$ cat src/rtl/cmf_pkg.sv
// Shared types, constants and the CRC helper for the CRC-16 message framer.
package cmf_pkg;

    localparam int unsigned BYTE_W = 8;
    localparam int unsigned CRC_W  = 16;
    localparam int unsigned IDX_W  = 2;
    localparam int unsigned CFG_W  = 16;

    localparam logic [BYTE_W-1:0] SYNC_BYTE = 8'h55;
    localparam logic [CRC_W-1:0]  CRC_POLY  = 16'h1021;
    localparam logic [CRC_W-1:0]  CRC_INIT  = 16'h0000;

    localparam logic [BYTE_W-1:0] MSG_TYPE_FIRST_RST  = 8'h00;
    localparam logic [BYTE_W-1:0] MSG_TYPE_SECOND_RST = 8'h01;
    localparam logic [CFG_W-1:0]  SENDER_ID_RST       = 16'h2222;
    localparam logic [BYTE_W-1:0] PAYLOAD_LENGTH_RST  = 8'd13;

    typedef enum logic [IDX_W-1:0] {
        REG_MSG_TYPE_FIRST  = 2'd0,
        REG_MSG_TYPE_SECOND = 2'd1,
        REG_SENDER_ID       = 2'd2,
        REG_PAYLOAD_LENGTH  = 2'd3
    } t_reg_idx;

    // back-end sequencer phases
    typedef enum logic [3:0] {
        PH_NEXT,
        PH_TYPE1,
        PH_TYPE2,
        PH_SEND_HI,
        PH_SEND_LO,
        PH_LEN,
        PH_BODY,
        PH_CRC_LO,
        PH_CRC_HI
    } t_phase;

    // classified payload word handed from front to back
    typedef struct packed {
        logic [BYTE_W-1:0] data;
        logic              first;
        logic              last;
        logic [BYTE_W-1:0] len;
    } t_q_item;

    typedef struct packed {
        logic [BYTE_W-1:0] msg_type_first;
        logic [BYTE_W-1:0] msg_type_second;
        logic [CFG_W-1:0]  sender_id;
    } t_hdr_cfg;

    function automatic logic [CRC_W-1:0] crc_feed(input logic [CRC_W-1:0] crc,
                                                  input logic [BYTE_W-1:0] b);
        logic [CRC_W-1:0] c;
        c = crc ^ {b, 8'h00};
        for (int i = 0; i < BYTE_W; i++) begin
            if (c[CRC_W-1]) begin
                c = {c[CRC_W-2:0], 1'b0} ^ CRC_POLY;
            end else begin
                c = {c[CRC_W-2:0], 1'b0};
            end
        end
        return c;
    endfunction

endpackage

$ cat src/rtl/cmf_front.sv
// Front end: accepts payload words and marks the first and last of each frame.
module cmf_front (
    input  logic                          i_clk,
    input  logic                          i_rst_n,
    input  logic                          i_valid,
    input  logic [cmf_pkg::BYTE_W-1:0]    i_payload_byte,
    input  logic [cmf_pkg::BYTE_W-1:0]    i_payload_length,
    input  logic                          i_q_full,
    output logic                          o_stall,
    output logic                          o_push,
    output cmf_pkg::t_q_item              o_item
);

    logic                       r_in_frame;
    logic                       n_in_frame;
    logic [cmf_pkg::BYTE_W-1:0] r_taken;
    logic [cmf_pkg::BYTE_W-1:0] n_taken;
    logic [cmf_pkg::BYTE_W-1:0] w_len;
    logic [cmf_pkg::BYTE_W-1:0] w_taken_next;
    logic                       w_last;

    assign o_stall = i_q_full;
    assign o_push  = i_valid && !i_q_full;

    // a zero length still carries one payload word
    assign w_len = (i_payload_length == '0) ? cmf_pkg::BYTE_W'(1) : i_payload_length;

    always_comb begin
        if (!r_in_frame) begin
            w_taken_next = cmf_pkg::BYTE_W'(1);
        end else if (r_taken == '1) begin
            w_taken_next = r_taken;
        end else begin
            w_taken_next = r_taken + cmf_pkg::BYTE_W'(1);
        end
        w_last = (w_taken_next >= w_len);

        o_item.data  = i_payload_byte;
        o_item.first = !r_in_frame;
        o_item.last  = w_last;
        o_item.len   = w_len;

        n_in_frame = r_in_frame;
        n_taken    = r_taken;
        if (o_push) begin
            n_in_frame = !w_last;
            n_taken    = w_last ? '0 : w_taken_next;
        end
    end

    always_ff @(posedge i_clk) begin
        if (!i_rst_n) begin
            r_in_frame <= 1'b0;
            r_taken    <= '0;
        end else begin
            r_in_frame <= n_in_frame;
            r_taken    <= n_taken;
        end
    end

endmodule

$ cat src/rtl/cmf_queue.sv
// Short FIFO of classified words between front and back.
module cmf_queue #(
    parameter int DEPTH = 2
) (
    input  logic             i_clk,
    input  logic             i_rst_n,
    input  logic             i_push,
    input  cmf_pkg::t_q_item i_item,
    input  logic             i_pop,
    output logic             o_full,
    output logic             o_head_valid,
    output cmf_pkg::t_q_item o_head
);

    localparam int PTR_W = (DEPTH > 1) ? $clog2(DEPTH) : 1;
    localparam int CNT_W = $clog2(DEPTH + 1);

    cmf_pkg::t_q_item r_mem [DEPTH];
    logic [PTR_W-1:0] r_wr_ptr;
    logic [PTR_W-1:0] r_rd_ptr;
    logic [CNT_W-1:0] r_count;
    logic             w_do_push;
    logic             w_do_pop;

    assign o_full       = (r_count == CNT_W'(DEPTH));
    assign o_head_valid = (r_count != '0);
    assign o_head       = r_mem[r_rd_ptr];
    assign w_do_push    = i_push && !o_full;
    assign w_do_pop     = i_pop && o_head_valid;

    always_ff @(posedge i_clk) begin
        if (w_do_push) begin
            r_mem[r_wr_ptr] <= i_item;
        end
    end

    always_ff @(posedge i_clk) begin
        if (!i_rst_n) begin
            r_wr_ptr <= '0;
            r_rd_ptr <= '0;
            r_count  <= '0;
        end else begin
            if (w_do_push) begin
                r_wr_ptr <= (r_wr_ptr == PTR_W'(DEPTH - 1)) ? '0 : r_wr_ptr + PTR_W'(1);
            end
            if (w_do_pop) begin
                r_rd_ptr <= (r_rd_ptr == PTR_W'(DEPTH - 1)) ? '0 : r_rd_ptr + PTR_W'(1);
            end
            case ({w_do_push, w_do_pop})
                2'b10:   r_count <= r_count + CNT_W'(1);
                2'b01:   r_count <= r_count - CNT_W'(1);
                default: r_count <= r_count;
            endcase
        end
    end

endmodule

$ cat src/rtl/cmf_back.sv
// Back end: emits header, payload and CRC words into the output register.
module cmf_back (
    input  logic                       i_clk,
    input  logic                       i_rst_n,
    input  logic                       i_head_valid,
    input  cmf_pkg::t_q_item           i_head,
    input  cmf_pkg::t_hdr_cfg          i_hdr,
    input  logic                       i_stall,
    output logic                       o_pop,
    output logic                       o_valid,
    output logic [cmf_pkg::BYTE_W-1:0] o_frame_byte,
    output logic                       o_frame_end
);

    cmf_pkg::t_phase            r_phase;
    cmf_pkg::t_phase            n_phase;
    logic [cmf_pkg::CRC_W-1:0]  r_crc;
    logic [cmf_pkg::CRC_W-1:0]  n_crc;
    logic                       r_o_valid;
    logic                       n_o_valid;
    logic [cmf_pkg::BYTE_W-1:0] r_o_byte;
    logic [cmf_pkg::BYTE_W-1:0] n_o_byte;
    logic                       r_o_end;
    logic                       n_o_end;

    logic                       w_adv;
    logic                       w_emit;
    logic                       w_hashed;
    logic                       w_end;
    logic [cmf_pkg::BYTE_W-1:0] w_byte;

    assign w_adv = !r_o_valid || !i_stall;

    always_comb begin
        n_phase  = r_phase;
        n_crc    = r_crc;
        n_o_valid = r_o_valid;
        n_o_byte = r_o_byte;
        n_o_end  = r_o_end;
        o_pop    = 1'b0;
        w_emit   = 1'b0;
        w_hashed = 1'b1;
        w_end    = 1'b0;
        w_byte   = i_head.data;

        if (w_adv) begin
            n_o_valid = 1'b0;
            case (r_phase)
                cmf_pkg::PH_NEXT: begin
                    if (i_head_valid) begin
                        w_emit = 1'b1;
                        if (i_head.first) begin
                            w_byte   = cmf_pkg::SYNC_BYTE;
                            w_hashed = 1'b0;
                            n_phase  = cmf_pkg::PH_TYPE1;
                        end else begin
                            o_pop   = 1'b1;
                            n_phase = i_head.last ? cmf_pkg::PH_CRC_LO : cmf_pkg::PH_NEXT;
                        end
                    end
                end
                cmf_pkg::PH_TYPE1: begin
                    w_emit  = 1'b1;
                    w_byte  = i_hdr.msg_type_first;
                    n_phase = cmf_pkg::PH_TYPE2;
                end
                cmf_pkg::PH_TYPE2: begin
                    w_emit  = 1'b1;
                    w_byte  = i_hdr.msg_type_second;
                    n_phase = cmf_pkg::PH_SEND_HI;
                end
                cmf_pkg::PH_SEND_HI: begin
                    w_emit  = 1'b1;
                    w_byte  = i_hdr.sender_id[15:8];
                    n_phase = cmf_pkg::PH_SEND_LO;
                end
                cmf_pkg::PH_SEND_LO: begin
                    w_emit  = 1'b1;
                    w_byte  = i_hdr.sender_id[7:0];
                    n_phase = cmf_pkg::PH_LEN;
                end
                cmf_pkg::PH_LEN: begin
                    w_emit  = 1'b1;
                    w_byte  = i_head.len;
                    n_phase = cmf_pkg::PH_BODY;
                end
                cmf_pkg::PH_BODY: begin
                    // head is still the frame's first word
                    w_emit  = 1'b1;
                    o_pop   = 1'b1;
                    n_phase = i_head.last ? cmf_pkg::PH_CRC_LO : cmf_pkg::PH_NEXT;
                end
                cmf_pkg::PH_CRC_LO: begin
                    w_emit   = 1'b1;
                    w_hashed = 1'b0;
                    w_byte   = r_crc[7:0];
                    n_phase  = cmf_pkg::PH_CRC_HI;
                end
                cmf_pkg::PH_CRC_HI: begin
                    w_emit   = 1'b1;
                    w_hashed = 1'b0;
                    w_end    = 1'b1;
                    w_byte   = r_crc[15:8];
                    n_phase  = cmf_pkg::PH_NEXT;
                end
                default: begin
                    n_phase = cmf_pkg::PH_NEXT;
                end
            endcase

            if (w_emit) begin
                n_o_valid = 1'b1;
                n_o_byte  = w_byte;
                n_o_end   = w_end;
                if (w_hashed) begin
                    n_crc = cmf_pkg::crc_feed(r_crc, w_byte);
                end else if (w_end || r_phase == cmf_pkg::PH_NEXT) begin
                    n_crc = cmf_pkg::CRC_INIT;
                end
            end
        end
    end

    always_ff @(posedge i_clk) begin
        if (!i_rst_n) begin
            r_phase   <= cmf_pkg::PH_NEXT;
            r_crc     <= cmf_pkg::CRC_INIT;
            r_o_valid <= 1'b0;
        end else begin
            r_phase   <= n_phase;
            r_crc     <= n_crc;
            r_o_valid <= n_o_valid;
        end
    end

    always_ff @(posedge i_clk) begin
        r_o_byte <= n_o_byte;
        r_o_end  <= n_o_end;
    end

    assign o_valid      = r_o_valid;
    assign o_frame_byte = r_o_byte;
    assign o_frame_end  = r_o_end;

endmodule

$ cat src/rtl/crc16_message_framer_top.sv
// Top level of the CRC-16 message framer: config registers, front, queue and back.
//
// Payload words come in on i_valid/o_stall/i_payload_byte, framed words leave on
// o_valid/i_stall/o_frame_byte/o_frame_end. A word moves when valid is high and
// stall is low. The first payload word of a frame brings out a six-word header
// (sync 0x55, two type words, sender high/low, length) ahead of it; after the last
// payload word the CRC-16 (poly 0x1021, init 0) follows low word first, and
// o_frame_end marks the second CRC word.
// An accepted word goes through the queue to the output register. Mid-frame one
// word per cycle passes while the receiver does not stall; a frame of N payload
// words gives N + 8 output words. The input stalls only while the queue
// (QUEUE_DEPTH words) is full, e.g. during header and CRC words. When the receiver
// stalls, the output word holds and the queue keeps filling. Reset clears frame
// state, the CRC and the queue and loads the register defaults. Config writes
// (i_cfg_wr_en/i_cfg_index/i_cfg_wr_data) take effect at the next clock edge; the
// user must make them while no frame word is pending; the block does not enforce it.
module crc16_message_framer_top #(
    parameter int QUEUE_DEPTH = 2
) (
    input  logic                       i_clk,
    input  logic                       i_rst_n,
    input  logic                       i_valid,
    output logic                       o_stall,
    input  logic [cmf_pkg::BYTE_W-1:0] i_payload_byte,
    output logic                       o_valid,
    input  logic                       i_stall,
    output logic [cmf_pkg::BYTE_W-1:0] o_frame_byte,
    output logic                       o_frame_end,
    input  logic                       i_cfg_wr_en,
    input  logic [cmf_pkg::IDX_W-1:0]  i_cfg_index,
    input  logic [cmf_pkg::CFG_W-1:0]  i_cfg_wr_data
);

    logic [cmf_pkg::BYTE_W-1:0] r_msg_type_first;
    logic [cmf_pkg::BYTE_W-1:0] r_msg_type_second;
    logic [cmf_pkg::CFG_W-1:0]  r_sender_id;
    logic [cmf_pkg::BYTE_W-1:0] r_payload_length;

    cmf_pkg::t_hdr_cfg w_hdr;
    cmf_pkg::t_q_item  w_push_item;
    cmf_pkg::t_q_item  w_head;
    logic              w_push;
    logic              w_pop;
    logic              w_q_full;
    logic              w_head_valid;

    always_ff @(posedge i_clk) begin
        if (!i_rst_n) begin
            r_msg_type_first  <= cmf_pkg::MSG_TYPE_FIRST_RST;
            r_msg_type_second <= cmf_pkg::MSG_TYPE_SECOND_RST;
            r_sender_id       <= cmf_pkg::SENDER_ID_RST;
            r_payload_length  <= cmf_pkg::PAYLOAD_LENGTH_RST;
        end else if (i_cfg_wr_en) begin
            case (cmf_pkg::t_reg_idx'(i_cfg_index))
                cmf_pkg::REG_MSG_TYPE_FIRST:  r_msg_type_first  <= i_cfg_wr_data[7:0];
                cmf_pkg::REG_MSG_TYPE_SECOND: r_msg_type_second <= i_cfg_wr_data[7:0];
                cmf_pkg::REG_SENDER_ID:       r_sender_id       <= i_cfg_wr_data;
                cmf_pkg::REG_PAYLOAD_LENGTH:  r_payload_length  <= i_cfg_wr_data[7:0];
                default: ;
            endcase
        end
    end

    assign w_hdr.msg_type_first  = r_msg_type_first;
    assign w_hdr.msg_type_second = r_msg_type_second;
    assign w_hdr.sender_id       = r_sender_id;

    cmf_front u_front (
        .i_clk            (i_clk),
        .i_rst_n          (i_rst_n),
        .i_valid          (i_valid),
        .i_payload_byte   (i_payload_byte),
        .i_payload_length (r_payload_length),
        .i_q_full         (w_q_full),
        .o_stall          (o_stall),
        .o_push           (w_push),
        .o_item           (w_push_item)
    );

    cmf_queue #(
        .DEPTH (QUEUE_DEPTH)
    ) u_queue (
        .i_clk        (i_clk),
        .i_rst_n      (i_rst_n),
        .i_push       (w_push),
        .i_item       (w_push_item),
        .i_pop        (w_pop),
        .o_full       (w_q_full),
        .o_head_valid (w_head_valid),
        .o_head       (w_head)
    );

    cmf_back u_back (
        .i_clk        (i_clk),
        .i_rst_n      (i_rst_n),
        .i_head_valid (w_head_valid),
        .i_head       (w_head),
        .i_hdr        (w_hdr),
        .i_stall      (i_stall),
        .o_pop        (w_pop),
        .o_valid      (o_valid),
        .o_frame_byte (o_frame_byte),
        .o_frame_end  (o_frame_end)
    );

    a_no_push_when_full: assert property (@(posedge i_clk) disable iff (!i_rst_n)
        w_q_full |-> !w_push)
        else $error("queue written while full");

    a_no_pop_when_empty: assert property (@(posedge i_clk) disable iff (!i_rst_n)
        w_pop |-> w_head_valid)
        else $error("queue read while empty");

    a_sync_after_end: assert property (@(posedge i_clk) disable iff (!i_rst_n)
        (o_valid && o_frame_end && !i_stall) |=>
            (!o_valid || (o_frame_byte == cmf_pkg::SYNC_BYTE && !o_frame_end)))
        else $error("word after frame end is not a sync word");

endmodule

$ cat config.mk
export PLATFORM = sky130hd
export DESIGN_NAME = crc16_message_framer_top
export DESIGN_NICKNAME = d
export VERILOG_FILES = /design/src/rtl/cmf_pkg.sv /design/src/rtl/cmf_front.sv /design/src/rtl/cmf_queue.sv /design/src/rtl/cmf_back.sv /design/src/rtl/crc16_message_framer_top.sv
export SDC_FILE = /design/constraint.sdc
export NUM_CORES = 1
export LEC_CHECK = 0
export ABC_CLOCK_PERIOD_IN_PS = 3650
export BUFFER_PORTS_ARGS = -buffer_cell sky130_fd_sc_hd__buf_2
export CAP_MARGIN = 0
export CORE_ASPECT_RATIO = 1.1
export CORE_UTILIZATION = 45
export CTS_CLUSTER_DIAMETER = 30
export CTS_CLUSTER_SIZE = 40
export DETAILED_ROUTE_END_ITERATION = 12
export GPL_TIMING_DRIVEN = 0
export MAX_ROUTING_LAYER = met4
export PLACE_DENSITY = 0.67
export REMOVE_ABC_BUFFERS = 1
export SLEW_MARGIN = 10
export SYNTH_ARGS = -nofsm -noshare
export SYNTH_HDL_FRONTEND = slang
export SYNTH_HIERARCHICAL = 1
export SYNTH_SLANG_ARGS = --single-unit
$ cat constraint.sdc
create_clock -name i_clk -period 3.65 [get_ports i_clk]
set_input_delay 0.365 -clock i_clk [delete_from_list [all_inputs] [get_ports i_clk]]
set_output_delay 0.365 -clock i_clk [all_outputs]
set_load 0.005 [all_outputs]
==> qor.txt <==
total number of vias = 4736
sequential fraction of the synthesis area = 0.4450
routability cong. = 0.8941
P per Cell Area = 777.3 nW/um2
unrepaired setup endpoints after global routing = no
gr usage total = 0.2138
nets = 680
Worst Path Required = 3960 ps
CP Max Fanout = 18
largest net degree at the start of global routing = 87
initial DRC count = 280
Die Area = 14730 um2
sequential cell area = 2858 um2
Die X = 115.8 um
post-DR wirelength/cell = 17.11 um
worst slew pin tran = 970.9 ps
minimum clock period = 3426 ps
CTS root buf = clkbuf_16
final setup violation count = 0
CTS tree = done
fin. max-slew vios = 0
router iterations before antenna repair = 5
Starting Density = 0.4629
Clk Latency, worst-skew pair = 420 ps
CP Capture Type = flop
Remaining Overflow, GRT = 0
DR DRC count = 0
EDFF count, synth = 45
# rows = 45
Leakage = 2.725 nW
Layout area overhead = 11.42%
Max clock buf depth = 2
Mapped Cells = 634
WP data arrival = 3730 ps
hold buffer count at CTS = 0
final cycle utilization of the critical path = 0.9387
synth warn = 6
Max H-tree Level = 4
post-DP HPWL = 9.893 mm
initial antenna violation count = 0
share of layout cells above drive strength 1 = 0.1764
post-route design area = 7143 um2
vias per cell = 5.638
drt total wl = 14.37 mm
relative slew slack = 0.3527
CTS clock-pin slew for the worst setup and hold paths = 60 ps
Primary FF master, synth = dfxtp_1
peak supply drop = 0.3837 mV
total clock buffers created by CTS = 17
hold crit path type = in2reg
clock sink total = 120
placed cell areas = 6546 um2
Multi-input gate area = 3168 um2
Die Y = 127.2 um
Port-buffer cells = 41
Yosys cell types = 80
non-filler cells, final = 840
Antenna Nets Post-Route = 0
maxcap violations = 0
synthesized area = 6411 um2
setup TNS = 0 ps
Worst setup SP type = flop
Crit Path Class = reg2reg
Synth Register Bits = 120
status = finished, final reports clean
vias in the first global route = 4492
clock skew = 8.956 ps
placed cells = 808
fillcell total = 1300
achievable frequency = 291.9 MHz
Ant. Diodes = 0
asr flop ratio synth = 0
first-pass GRT wire length = 23.24 mm
Top Ports = 42
Fin. Hold Viols = 0
core area = 13850 um2
Avg Cell Area, Syn = 10.11 um2
-- per-layer routing --
metal | vias up | GRT usage | share of wire
met5 | - | - | 0
met4 | 0 | 0.09578 | 0.029
met3 | 32 | 0.05693 | 0.050
met2 | 116 | 0.3270 | 0.48
met1 | 2269 | 0.2637 | 0.44
li1 | 2319 | - | -
-- registers in the layout, indices dropped and copies added, names as in the netlist, named ones only --
signal               count
u_back/r_phase           4
u_queue/r_wr_ptr         1
u_queue/r_rd_ptr         1
r_payload_length         8
u_front/r_in_frame       1
u_back/o_frame_byte      8
r_sender_id             16
u_back/o_valid           1
u_back/r_crc            16
r_msg_type_second        8
r_msg_type_first         8
u_front/r_taken          8
u_queue/r_count          2
u_back/o_frame_end       1
u_queue/r_mem           36
-- path summary, 6_finish.rpt --
| path | startpoint | endpoint | slack [ps] | cells after the start |
|---|---|---|---|---|
| worst max-delay path | flop | u_back/r_crc[6] | 220 | 8 |
| worst min-delay path | i_payload_byte[6] | u_queue/r_mem[0][16] | 140 | 1 |
| worst max register to register | flop | u_back/r_crc[6] | 220 | 8 |
| worst min register to register | r_sender_id[3] | r_sender_id[3] | 460 | 2 |
-- cells in the final DEF, fill, tap and decap left out, types with 5 or more instances in the layout --
cell type,n
and3_1,8
and2_1,7
clkbuf_16,18
a22oi_1,7
o22ai_1,5
nand3b_1,7
mux2_2,21
a32oi_1,7
inv_1,23
ha_1,10
a31oi_1,7
or3_1,5
a21oi_1,20
xnor2_1,8
nor2b_1,20
nor4_1,6
nand3_1,11
o31ai_1,5
a211oi_1,8
dfxtp_1,71
nand2b_1,9
nor2_1,22
nand2_1,74
buf_2,40
nor3_1,6
o211ai_1,7
mux2i_1,48
edfxtp_1,45
o21ai_0,19
o21a_1,7
-- logic make-up (layout without fill, tap and decap cells) --
family	Yosys count	count (layout)	share of synthesized area
flip-flops	120	120	0.4450
XOR/XNOR	17	17	0.03650
buffers and inverters	80	98	0.06284
multiplexers	69	69	0.1118
AO/OA/AOI/OAI	135	135	0.1552
AND/OR/NAND/NOR	203	203	0.1692
adder cells (fa/ha/maj)	10	10	0.01952
-- cell usage after synthesis, drive strengths merged (5+ instances only) --
cell / n / area [um2]
nand2b: 10 / 65.06
a22oi: 7 / 52.55
mux2i: 48 / 480.5
a31oi: 7 / 43.79
nor2: 22 / 82.58
ha: 10 / 125.1
nand3b: 7 / 52.55
buf: 32 / 219.0
o31ai: 7 / 62.56
nor4: 6 / 37.54
and2: 8 / 51.30
nor2b: 20 / 125.1
nand3: 11 / 55.05
xnor2: 8 / 70.07
nor3: 6 / 30.03
o211ai: 7 / 52.55
dfxtp: 75 / 1501
a32oi: 7 / 61.31
edfxtp: 45 / 1351
o21ai: 22 / 110.1
mux2: 21 / 236.5
and3: 9 / 61.31
inv: 25 / 93.84
a211oi: 9 / 80.08
o22ai: 5 / 31.28
o21a: 7 / 52.55
nand2: 74 / 277.8
a21boi: 7 / 52.55
clkbuf: 23 / 90.09
a21oi: 21 / 108.9
or3: 5 / 31.28
-- timing repair --
| action | 4_1_cts | 5_1_grt |
|---|---|---|
| buffers inserted | 0 | 0 |
| setup endpoints to repair | 4 | 8 |
| resized for setup | 2 | 2 |
-- where the power goes --
part / internal [mW] / switching (mW)
Clock: 1.04 / 0.573
Combinational: 0.918 / 1.07
Sequential: 1.68 / 0.258
Total: 3.65 / 1.91
-- metrics by stage --
step                      power [mW]  hold slack (ps)  worst slack [ps]  utilization
after floorplan                3.373            429.9             543.8            -
after global placement         3.858            441.3            -173.9       0.4724
after detailed placement       3.920            450.4            -146.4       0.4726
after CTS                      5.543            131.6             52.98       0.5147
after global routing           5.854            132.1             40.03       0.5157
final                          5.552            142.4             223.7       0.5157
-- worst max-delay path, cell delays in order, from the launching register on --
cell and delay, ps:
dfxtp_1 860, mux2_2 410, mux2_2 290, a32oi_1 190
o21ai_0 180, o31a_1 350, or4_4 550, and4b_1 220
a221o_1 250
-- final cells by class --
cell class | instances | share of cell area
Inverter | 25 | 0.01314
Clock inverter | 7 | 0.008933
Multi-Input combinational cell | 434 | 0.4435
Timing Repair Buffer | 41 | 0.02908
Clock buffer | 25 | 0.07234
Tap cell | 188 | 0.03293
Sequential cell | 120 | 0.4001
No activity file was read; power rests on OpenSTA's default activity.
